[config.mk]
export PLATFORM = sky130hd
export DESIGN_NAME = pcce_mul
export DESIGN_NICKNAME = d
export VERILOG_FILES = /design/src/rtl/pcce_pkg.sv /design/src/rtl/pcce_mul.sv
export SDC_FILE = /design/constraint.sdc
export NUM_CORES = 2
export LEC_CHECK = 0
export ABC_CLOCK_PERIOD_IN_PS = 10500
export BUFFER_PORTS_ARGS = -buffer_cell sky130_fd_sc_hd__buf_4
export CAP_MARGIN = 20
export CORE_MARGIN = 1.5
export CORE_UTILIZATION = 45
export CTS_BUF_LIST = sky130_fd_sc_hd__clkbuf_4 sky130_fd_sc_hd__clkbuf_8
export CTS_CLUSTER_SIZE = 10
export DETAILED_ROUTE_END_ITERATION = 10
export GPL_TIMING_DRIVEN = 0
export PLACE_DENSITY_LB_ADDON = 0.3
export SETUP_SLACK_MARGIN = 0.4
export SLEW_MARGIN = 20
export SYNTH_ARGS = -nofsm -noshare
export SYNTH_HDL_FRONTEND = slang
export SYNTH_SLANG_ARGS = --single-unit
[constraint.sdc]
create_clock -name clk -period 10.5 [get_ports clk]
set_input_delay 1.575 -clock clk [delete_from_list [all_inputs] [get_ports clk]]
set_output_delay 1.575 -clock clk [all_outputs]
set_load 0.05 [all_outputs]
[src/rtl/pcce_pkg.sv]
`timescale 1ns / 1ps
package pcce_pkg;
  localparam int CLOUD_DEPTH_DEF = 4096;
  localparam int COORD_W = 24;
  localparam int HEAD_W = 16;
  localparam int LIMIT_W = 16;
  localparam int CLEAR_W = 17;
  localparam int OFS_W = 25;
  localparam int SQ_W = 52;
  localparam int DIST_W = 50;
  localparam int ROOT_W = 26;
  localparam int CFG_W = 24;
  localparam int CFG_IDX_W = 3;

  localparam logic [1:0] OP_LOAD = 2'd0;
  localparam logic [1:0] OP_QUERY = 2'd1;
  localparam logic [1:0] OP_CLEAR = 2'd2;

  localparam logic [2:0] REG_VX = 3'd0;
  localparam logic [2:0] REG_VY = 3'd1;
  localparam logic [2:0] REG_VZ = 3'd2;
  localparam logic [2:0] REG_HX = 3'd3;
  localparam logic [2:0] REG_HY = 3'd4;
  localparam logic [2:0] REG_HZ = 3'd5;
  localparam logic [2:0] REG_LIMIT = 3'd6;
  localparam logic [2:0] REG_FILTER = 3'd7;

  localparam logic signed [47:0] FWD_MIN_Q22 = -48'sd209715200;
  localparam logic signed [OFS_W-1:0] SIDE_MAX_Q8 = 25'sd25600;
  localparam logic signed [ROOT_W:0] TENTH_Q8 = 27'sd26;

  // request from sequencer to shared multiplier
  typedef struct packed {
    logic signed [OFS_W-1:0] a;
    logic signed [OFS_W-1:0] b;
  } mul_req_t;
endpackage

[src/rtl/pcce_mul.sv]
`timescale 1ns / 1ps
// shared signed 25x25 multiplier, registered product
module pcce_mul (
  input  logic                         clk,
  input  pcce_pkg::mul_req_t           req,
  output logic signed [2*pcce_pkg::OFS_W-1:0] prod
);
  always_ff @(posedge clk) begin
    prod <= req.a * req.b;
  end
endmodule

=== Word-level counts from Yosys, hierarchy flattened ===
Index checks and enable logic that the tools add are counted.

* Register bits: 50
* Bits of input ports: 51
* Output and inout bits: 50
* Logic and storage cells: 2

* Multipliers: 1

{| class="wikitable"
|+ Operator list
! kind !! count
|-
| 25-bit by 25-bit multiplier with 50-bit output || 1
|}

=== Logic depth before layout (Yosys ltp) ===
* Word-level depth: 1
* Gate-level depth with buffers: 26
* Mapped depth without buffers: 25

=== Worst setup path before layout ===
No wires, ideal clock.

* Path type: input to register
* Start: in req[49] in the netlist's numbering
* End: reg prod[47] in the netlist's numbering
* Buffers on the path: 2
* Slack: 2.306 ns
* Stages on the path: 24
* Data arrival time: 8.073 ns
* Required time: 10.379 ns
* Setup time: 0.121 ns
* Cell sequence: clkbuf_1 > nand2_1 > inv_1 > fa_1 > inv_1 > fa_1 > inv_1 > fa_1 > fa_1 > fa_1 > fa_1 > inv_1 > fa_1 > inv_1 > ha_1 > clkbuf_1 > a21o_1 > a21o_1 > a21oi_1 > o21bai_1 > a2bb2oi_1 > o41ai_2 > o41a_1 > xor2_1

* Longest elaborated chain between the ends: 1

{| class="wikitable"
|+ RTL lines
! item !! line !! source
|-
| from (decl) || pcce_mul.sv:5 || <nowiki>input pcce_pkg::mul_req_t req,</nowiki>
|-
| 25-bit by 25-bit multiplier with 50-bit output || pcce_mul.sv:9 || <nowiki>prod <= req.a * req.b;</nowiki>
|-
| to (signal assigned) || pcce_mul.sv:9 ||
|-
| to (decl) || pcce_mul.sv:6 || <nowiki>output logic signed [2*pcce_pkg::OFS_W-1:0] prod</nowiki>
|}

No other way between the ends.

=== Worst setup path in the final report ===
* Start: in req[49] in the netlist's numbering
* End: reg prod[49] in the netlist's numbering

Same word-level chain as after synthesis.

==> impl_metrics.toml <==
[routing]
vias = 17560
final_antenna_net_count = 0
drt-initial-drc-count = 1138
post_drt_wl_per_cell_um = 22.5
vias_per_cell = 5.22
dr.pass1.iters = 7
totalWireLength_mm = 75.8
drc = 0

[grt]
grt_pass1_vias = 19791
antenna_found_initial = 7
track_usage_pct = 29.6
grt_pass1_wl_mm = 117
grt_start_max_net_pins = 19
grt.overflow.total = 0

[layout]
final_cells = 3361
area_growth_pct = 7.16
final_common_cell = "inv_1"
drive_above_1_share_pct = 4.42
regMostFlops = "prod"
largest_reg_flops = 50
fillers = 5006
layout_common_cells = "699 x inv_1, 657 x fa_1, 320 x and2_1, 308 x nand2_1, 141 x ha_1"
nets = 3519
reg_top3 = "prod: 50 flops"

[critical_path]
cp_max_fo = 10
cp.required_ns = 10.86
worstSetupPathType = "input pin to register"
critPathBufInv = 7
cp-start-kind = "input pin"
critical-path-max-stage-delay_ns = 0.94
crit_family = "adder cells"
crit_slowest_cell = "fa_1"
path_common_cell = "fa_1"
crit_chain = "buf_4, clkbuf_1, nand2_1, inv_1, fa_1, inv_1, fa_1, inv_1, fa_1, inv_1, fa_1, fa_1, fa_1, fa_1, inv_1, ha_1, nand4_1, o21ai_0, nand3_1, a2bb2oi_1, o41ai_2, o221ai_1, xnor2_1"
arrival_ns = 9.69
cp-end-kind = "register"

[yosys]
synth_compound_area_share_pct = 3.94
synth.mux.area_fraction_pct = 0.0469
synth_fp_nets = 3412
synth_edf_count = 0
synth.distinct_cells = 48
syn_area_mm2 = 0.0240
ys_warn_count = 0
yosys.area.top_type_share_pct = 54.8
async_flop_share_pct = 0
synth_seq_cells = 50
synthTopCellsByArea = "fa_1 55%, inv_1 11%, and2_1 8.3%"
synth_top_cell_by_area = "fa_1"
synth_top_family_by_area = "adder cells"
synth-adder-area-share_pct = 62.2
dominantRegCellSynth = "dfxtp_1"
ys_seq_area_share_pct = 4.17
syn_inst = 2562
synth-xor-area-share_pct = 2.11
yosys.area_share.simple_pct = 15.0
avgSynthCellArea_um2 = 9.38

[cts]
clockBufferDepth = 2
clk_pin_slew_ns = 0.18
cts_setup_buffers = 0
htree_levels = 2
cts_buffers = 5
cts_hold_buf = 0
cts_resized = 0
cts_tree = "built"
cts_sinks = 50
clockRootBuffer = "clkbuf_8"

[floorplan]
rows = 84
dieArea_mm2 = 0.0548
start_util_pct = 45.6
ios = 101
fp.dieH_um = 234
core_mm2 = 0.0527
fp.dieW_um = 234

[sta]
tns_ns = 0
period_share_pct = 88.9
tightest_slew_ns = 1.02
slew-limit-headroom_pct = 32.1
setup_viol = 0
max_freq_ghz = 0.107
rsz0062_at_grt = "no"
hold_viol = 0
fin_crit_ns = 9.33
drv_slew = 0

[placement]
dp_hpwl_mm = 64.6
gp_congestion = 1.02
io_buffers = 100
dp_cells = 3350

[worst_hold_path]
hold_path_class = "input pin to register"

[outcome]
status = "completed"

[job]
cap_viol_max_count = 0
==> metrics by stage <==
stage | utilization, % | instance area (µm²) | hold slack (ns) | setup WS, ns
6_report | 48.9 | 25700 | 1.51 | 1.17
5_1_grt | 48.9 | 25700 | 1.50 | 0.730
4_1_cts | 48.9 | 25700 | 1.50 | 1.01
3_5_place_dp | 48.7 | 25600 | 1.94 | 0.575
3_3_place_gp | 48.7 | 25600 | 1.94 | 0.575
2_1_floorplan | - | 24000 | 1.70 | 2.31
==> Yosys cell counts (2+ instances only) <==
master,count
nand3_1,6
clkbuf_1,104
a31oi_1,2
a21oi_1,43
nor2_1,30
a211o_1,3
and3_1,2
inv_1,699
and2_1,320
ha_1,141
xnor2_1,39
xor2_1,19
nand4_1,8
o21ai_1,7
nand2_1,308
o41ai_2,2
a21boi_0,2
o41ai_1,3
dfxtp_1,50
o21ai_0,19
o21a_1,5
o21bai_1,7
nand2b_1,11
nor3_1,6
a21o_1,22
a41oi_1,2
or3_1,2
a211oi_1,3
fa_1,658
nor2b_1,21
==> path summary, 6_finish.rpt <==
kind | end | slack (ns) | startpoint | depth (start not counted)
hold / removal | prod[0] | 1.51 | req[25] | 2
setup / recovery | prod[49] | 1.17 | req[49] | 23
==> final cells by class <==
class | count | area (µm²) | share of cell area, %
inverter | 699 | 2620 | 10.2
antenna | 3 | 7.51 | 0.0292
multi-input combinational | 1709 | 20000 | 77.7
tap | 688 | 861 | 3.34
sequential | 50 | 1000 | 3.89
buffer | 104 | 390 | 1.52
clock buffer | 5 | 68.8 | 0.267
timing repair buffer | 100 | 751 | 2.92
clock inverter | 3 | 28.8 | 0.112
==> per-layer routing <==
metal / routed length, µm / share of wire, % / vias up / GRT usage, %
li1: - / - / 7486 / -
met1: 28800 / 38 / 9119 / 37.0
met2: 36500 / 48 / 724 / 48.8
met3: 5540 / 7.3 / 229 / 4.91
met4: 4930 / 6.5 / 2 / 17.0
met5: 11 / 0.015 / - / 0
==> cell families (layout without fill, tap and decap cells) <==
kind of cell | Yosys count | after routing
buf+inv | 803 | 911
fa+ha+maj | 799 | 799
simple gates | 714 | 714
compound gates | 137 | 137
xor+xnor | 58 | 58
flops | 50 | 50
mux | 1 | 1
other cells | 0 | 3
Power is left out: the tool's default activity adds up to more than one toggle a clock period on the data nets, which glitch-free logic cannot reach.
