### config.mk
export PLATFORM = sky130hd
export DESIGN_NAME = pcce_sqrt
export DESIGN_NICKNAME = d
export VERILOG_FILES = /design/src/rtl/pcce_pkg.sv /design/src/rtl/pcce_sqrt.sv
export SDC_FILE = /design/constraint.sdc
export NUM_CORES = 1
export LEC_CHECK = 0
export ABC_CLOCK_PERIOD_IN_PS = 9260
export BUFFER_PORTS_ARGS = -buffer_cell sky130_fd_sc_hd__buf_2
export CELL_PAD_IN_SITES_DETAIL_PLACEMENT = 0
export CELL_PAD_IN_SITES_GLOBAL_PLACEMENT = 1
export CORE_UTILIZATION = 47
export DETAILED_ROUTE_END_ITERATION = 8
export PLACE_DENSITY = 0.91
export SYNTH_ARGS = -nofsm -noshare
export SYNTH_HDL_FRONTEND = slang
export SYNTH_SLANG_ARGS = --single-unit
### constraint.sdc
create_clock -name clk -period 9.26 [get_ports clk]
set_clock_uncertainty 0.15 [all_clocks]
set_input_delay 1.852 -clock clk [delete_from_list [all_inputs] [get_ports clk]]
set_output_delay 1.852 -clock clk [all_outputs]
set_load 0.02 [all_outputs]
### src/rtl/pcce_pkg.sv
`timescale 1ns / 1ps
package pcce_pkg;
  localparam int CLOUD_DEPTH_DEF = 4096;
  localparam int COORD_W = 24;
  localparam int HEAD_W = 16;
  localparam int LIMIT_W = 16;
  localparam int CLEAR_W = 17;
  localparam int OFS_W = 25;
  localparam int SQ_W = 52;
  localparam int DIST_W = 50;
  localparam int ROOT_W = 26;
  localparam int CFG_W = 24;
  localparam int CFG_IDX_W = 3;

  localparam logic [1:0] OP_LOAD = 2'd0;
  localparam logic [1:0] OP_QUERY = 2'd1;
  localparam logic [1:0] OP_CLEAR = 2'd2;

  localparam logic [2:0] REG_VX = 3'd0;
  localparam logic [2:0] REG_VY = 3'd1;
  localparam logic [2:0] REG_VZ = 3'd2;
  localparam logic [2:0] REG_HX = 3'd3;
  localparam logic [2:0] REG_HY = 3'd4;
  localparam logic [2:0] REG_HZ = 3'd5;
  localparam logic [2:0] REG_LIMIT = 3'd6;
  localparam logic [2:0] REG_FILTER = 3'd7;

  localparam logic signed [47:0] FWD_MIN_Q22 = -48'sd209715200;
  localparam logic signed [OFS_W-1:0] SIDE_MAX_Q8 = 25'sd25600;
  localparam logic signed [ROOT_W:0] TENTH_Q8 = 27'sd26;

  // request from sequencer to shared multiplier
  typedef struct packed {
    logic signed [OFS_W-1:0] a;
    logic signed [OFS_W-1:0] b;
  } mul_req_t;
endpackage

### src/rtl/pcce_sqrt.sv
`timescale 1ns / 1ps
// bit-pair restoring square root, one result bit a cycle, rounded to nearest
module pcce_sqrt (
  input  logic                          clk,
  input  logic                          rst,
  input  logic                          go,
  input  logic [pcce_pkg::SQ_W-1:0]     rad,
  output logic                          done,
  output logic [pcce_pkg::ROOT_W-1:0]   root
);
  localparam int STEPS = pcce_pkg::SQ_W / 2;
  localparam int SW = $clog2(STEPS + 1);
  logic [pcce_pkg::SQ_W-1:0] val;
  logic [pcce_pkg::ROOT_W+1:0] rem;
  logic [pcce_pkg::ROOT_W-1:0] q;
  logic [SW-1:0] step;
  logic running;
  logic [pcce_pkg::ROOT_W+1:0] trial;
  logic [pcce_pkg::ROOT_W+1:0] rem_sh;

  always_comb begin
    rem_sh = {rem[pcce_pkg::ROOT_W-1:0], val[pcce_pkg::SQ_W-1 -: 2]};
    trial = {q, 2'b01};
  end

  always_ff @(posedge clk) begin
    if (rst) begin
      running <= 1'b0;
      done <= 1'b0;
    end else begin
      done <= 1'b0;
      if (go) begin
        running <= 1'b1;
        step <= '0;
        val <= rad;
        rem <= '0;
        q <= '0;
      end else if (running) begin
        val <= val << 2;
        if (rem_sh >= trial) begin
          rem <= rem_sh - trial;
          q <= {q[pcce_pkg::ROOT_W-2:0], 1'b1};
        end else begin
          rem <= rem_sh;
          q <= {q[pcce_pkg::ROOT_W-2:0], 1'b0};
        end
        if (step == SW'(STEPS - 1)) begin
          running <= 1'b0;
          done <= 1'b1;
        end
        step <= step + 1'b1;
      end
    end
  end

  // remainder above q rounds up
  assign root = q + pcce_pkg::ROOT_W'(rem > {2'b00, q});
endmodule

[Word-level counts from Yosys, hierarchy flattened]
Index checks and enable logic that the tools add are counted.
Word-level totals
  register bits after elaboration: 113
  output and inout port bits: 27
Cells by class
  add/sub/neg operators: 3
  magnitude comparators: 2
  equal/unequal tests: 1
  muxes and demuxes: 11
  bitwise logic cells: 2
  reductions and logical operators: 3
Operators with widths (count)
  52-bit two-way mux: 2
  28-bit two-way mux: 2
  28-bit greater-or-equal comparator: 1
  28-bit by 26-bit greater-than comparator with 1-bit output: 1
  28-bit subtractor: 1
  26-bit by 1-bit adder with 26-bit output: 1
  26-bit two-way mux: 1
  5-bit by 1-bit adder with 5-bit output (second input constant): 1
  5-bit equality test (second input constant): 1
  1-bit two-way mux: 5
  5-bit two-way mux: 1
  3-bit OR reduction: 1
  1-bit inverter: 2
  2-bit AND reduction: 1
  2-bit nonzero test: 1

[Longest topological paths before layout]
  word-level depth: 4
  gate-level depth with buffers: 17
  mapped depth without buffers: 17

[Worst setup path before layout]
No wires, ideal clock.
  path kind: input port to flip-flop
  start point: in go
  end point: reg q[0] in the netlist's numbering (enable)
  setup time: 0.583 ns
  arrival: 7.119 ns
  data required time: 8.527 ns
  slack: 1.408 ns
  stages: 4
  buffers on the path: 2
  cells stage by stage: clkbuf_1 > clkbuf_1 > nor2_1 > nor2_1
Between the ends
  cells in the longest elaborated chain, start to end: 2
Ends and longest elaborated chain
  from (decl): RTL line pcce_sqrt.sv:6  | input logic go,
  2-bit nonzero test (no line)
  2-bit AND reduction (no line)
  to (signal assigned): RTL line pcce_sqrt.sv:42  | q <= {q[pcce_pkg::ROOT_W-2:0], 1'b1};
  to (signal assigned): RTL line pcce_sqrt.sv:45  | q <= {q[pcce_pkg::ROOT_W-2:0], 1'b0};
  to (decl): RTL line pcce_sqrt.sv:15  | logic [pcce_pkg::ROOT_W-1:0] q;
No other way between the ends.
A chain may end at the register's enable or synchronous reset.

[Worst setup path after layout]
  start point: reg q[17] in the netlist's numbering
  end point: out root[25] in the netlist's numbering
Between the ends
  cells in the longest elaborated chain, start to end: 2
Ends and longest elaborated chain
  28-bit by 26-bit greater-than comparator with 1-bit output: RTL line pcce_sqrt.sv:57  | assign root = q + pcce_pkg::ROOT_W'(rem > {2'b00, q});
  26-bit by 1-bit adder with 26-bit output (*): RTL line pcce_sqrt.sv:57
  to (decl): RTL line pcce_sqrt.sv:9  | output logic [pcce_pkg::ROOT_W-1:0] root
Every way passes the cells marked *; elsewhere a longest branch is shown, timed or not.

==> out/results.ini <==
[status]
outcome=finished, final reports clean

[clock_tree]
cts_buffer_depth=2
clk_pin_slew_ps=60
cts_tree=yes
postCtsHoldBufs=0
clkSinkCount=113
ctsResizeCount=0
cts_max_level=4
insertion_delay_ps=420
cts_made_buffers=17
cts_setup_buffers=0
root_buffer=clkbuf_16

[routing]
drt-wirelength-per-cell_um=15.6
viasPerCell=5.47
first_iter_violations=202
vias=4827
drc=0
drtPass1Iterations=5
ant_nets=0
routed_wl_um=13700

[yosys]
synth-simple-area-share=0.129
yosysTopAreaCellShare=0.487
synthFlopType=edfxtp_1
synth_nets=702
async_flop_share=0
netlist_area_um2=6850
ys_types=61
synth_fa_ha_area_frac=0.0603
synth_cells=614
synth_top_family_by_area=simple AND/OR/NAND/NOR gates
synth.avg_cell_area_um2=11.2
yosysTopAreaCell=edfxtp_1
yosysMostFrequentCell=edfxtp_1
synth-edff-count=111
synth.area.top_cells=edfxtp_1 49%, mux2_2 8.2%, ha_1 6.0%, xnor2_1 5.1%, nor2_1 4.3%
synth_xor_area_frac=0.0626
seq_area_frac_synth=0.492
synth_commonest_cells=111 x edfxtp_1, 79 x nor2_1, 50 x mux2_2, 40 x xnor2_1
synth_compound_area_frac=0.0975
synth_warnings=0
ys_ff_latch=113
synth_mux_area_frac=0.117

[sta]
relSlewSlack=0.287
rsz0062_at_grt=no
setup_viol=0
worst_pin_slew_ps=1070
max_freq_mhz=149
setup_tns_ps=0
setup_slack_ps=2540
post-route-min-period_ps=6720
drv_slew=0
period_share=0.725
final_hold_viol_count=0

[hold_path]
min_path_type=flip-flop to flip-flop

[global_routing]
grt_max_degree=73
grt_use_met1=0.244
met3_usage=0.0734
busiest_layer=met2
grt_usage=0.196
grt_antenna_before_repair=0
grt_pass1_wl_um=22800
use_met2=0.318
grt-ovfl-total=0
grt_pass1_vias=4783

[critical_path]
cp.required_ps=7260
critPathKind=flip-flop to primary output
crit_path_max_fanout=7
crit_arrival_ps=4710
start_kind=flip-flop
end_kind=primary output

[placement]
pre_cts_ws_ps=2970
placed_area_um2=7350
post-dp-hpwl_um=9550
gp_congestion=0.838
port_buffers=81

[floorplan]
rows=43
initial_core_util=0.488
die_w_um=123
dieArea_um2=15100
core_area_um2=14000
die_y_um=123
pin_count=82

[layout]
design_area_um2=7940
nets=778
drive_above_1_share=0.245
fillers=1220
syn_to_final_growth_pct=15.9
antenna_cells=0

[flow_run]
maxCapViolations=0

[power]
power.density_nw_per_um2=200
leakagePower_nw=3.20
peakVddDrop_mv=0.159

per-stage QoR:
| step | power (mW) | util | instances | hold WS, ps |
|---|---|---|---|---|
| final | 1.59 | 0.565 | 883 | 339 |
| after global placement | 0.946 | 0.524 | 851 | 321 |
| after floorplan | 0.894 | - | 614 | 310 |
| after global routing | 1.66 | 0.565 | 883 | 357 |
| after CTS | 1.60 | 0.565 | 883 | 343 |
| after detailed placement | 0.954 | 0.524 | 851 | 333 |
cells by family (layout without fill, tap and decap cells):
logic type,after synthesis,count (layout)
AND/OR/NAND/NOR,185,185
flip-flops,113,113
AO/OA/AOI/OAI,100,100
multiplexers,74,74
buffers and inverters,60,149
XOR/XNOR,49,49
adder cells (fa/ha/maj),33,33
final cells by class:
cell class,count,area [µm²],area share
clock buffers,17,425,0.0536
well taps,180,225,0.0284
clock inverters,15,159,0.0200
inverters,33,124,0.0156
repair buffers,84,430,0.0542
multi-input cells,441,3200,0.403
flip-flops and latches,113,3370,0.425
layout by cell type (no fill, tap or decap), drive strengths merged, types with 14 or more instances in the layout:
master and count:
nand2 32, ha 33, nor2 79, xnor2 40
inv 37, a21oi 29, mux2i 24, o21ai 20
edfxtp 111, mux2 50, buf 84, nor3 14
clkbuf 17
metal layers:
| metal | up-vias | share of wire |
|---|---|---|
| met5 | - | 0 |
| met4 | 0 | 0.0099 |
| met3 | 14 | 0.057 |
| met2 | 103 | 0.48 |
| met1 | 2300 | 0.46 |
| li1 | 2410 | - |
worst paths after layout:
kind                               from  endpoint  slack (ps)  depth (start not counted)
worst max-delay path              q[17]  root[25]        2540                         14
worst min-delay path            running      done         340                          1
worst max register to register    q[15]   rem[21]        5730                         11
worst min register to register  running      done         340                          1
power by group:
part | internal (mW) | switching [mW]
clock | 0.398 | 0.246
combinational | 0.135 | 0.179
sequential | 0.612 | 0.0186
flip-flops by register name, summed over array words and instances (netlist names):
register,count
val,52
rem,28
running,1
q,26
step,5
done,1
worst max-delay path, stage by stage, from the launching register on:
cell      delay [ps]
edfxtp_1         380
inv_1            110
ha_1             420
nand2_1          120
nor4_1           670
a21oi_1          120
o21ai_0          190
a211o_1          170
ha_1             190
nand4_1          220
nor3_1           560
nand4_1          380
nor4_1           410
xnor2_1          160
buf_2            180
No activity file was read; power rests on OpenSTA's default activity.
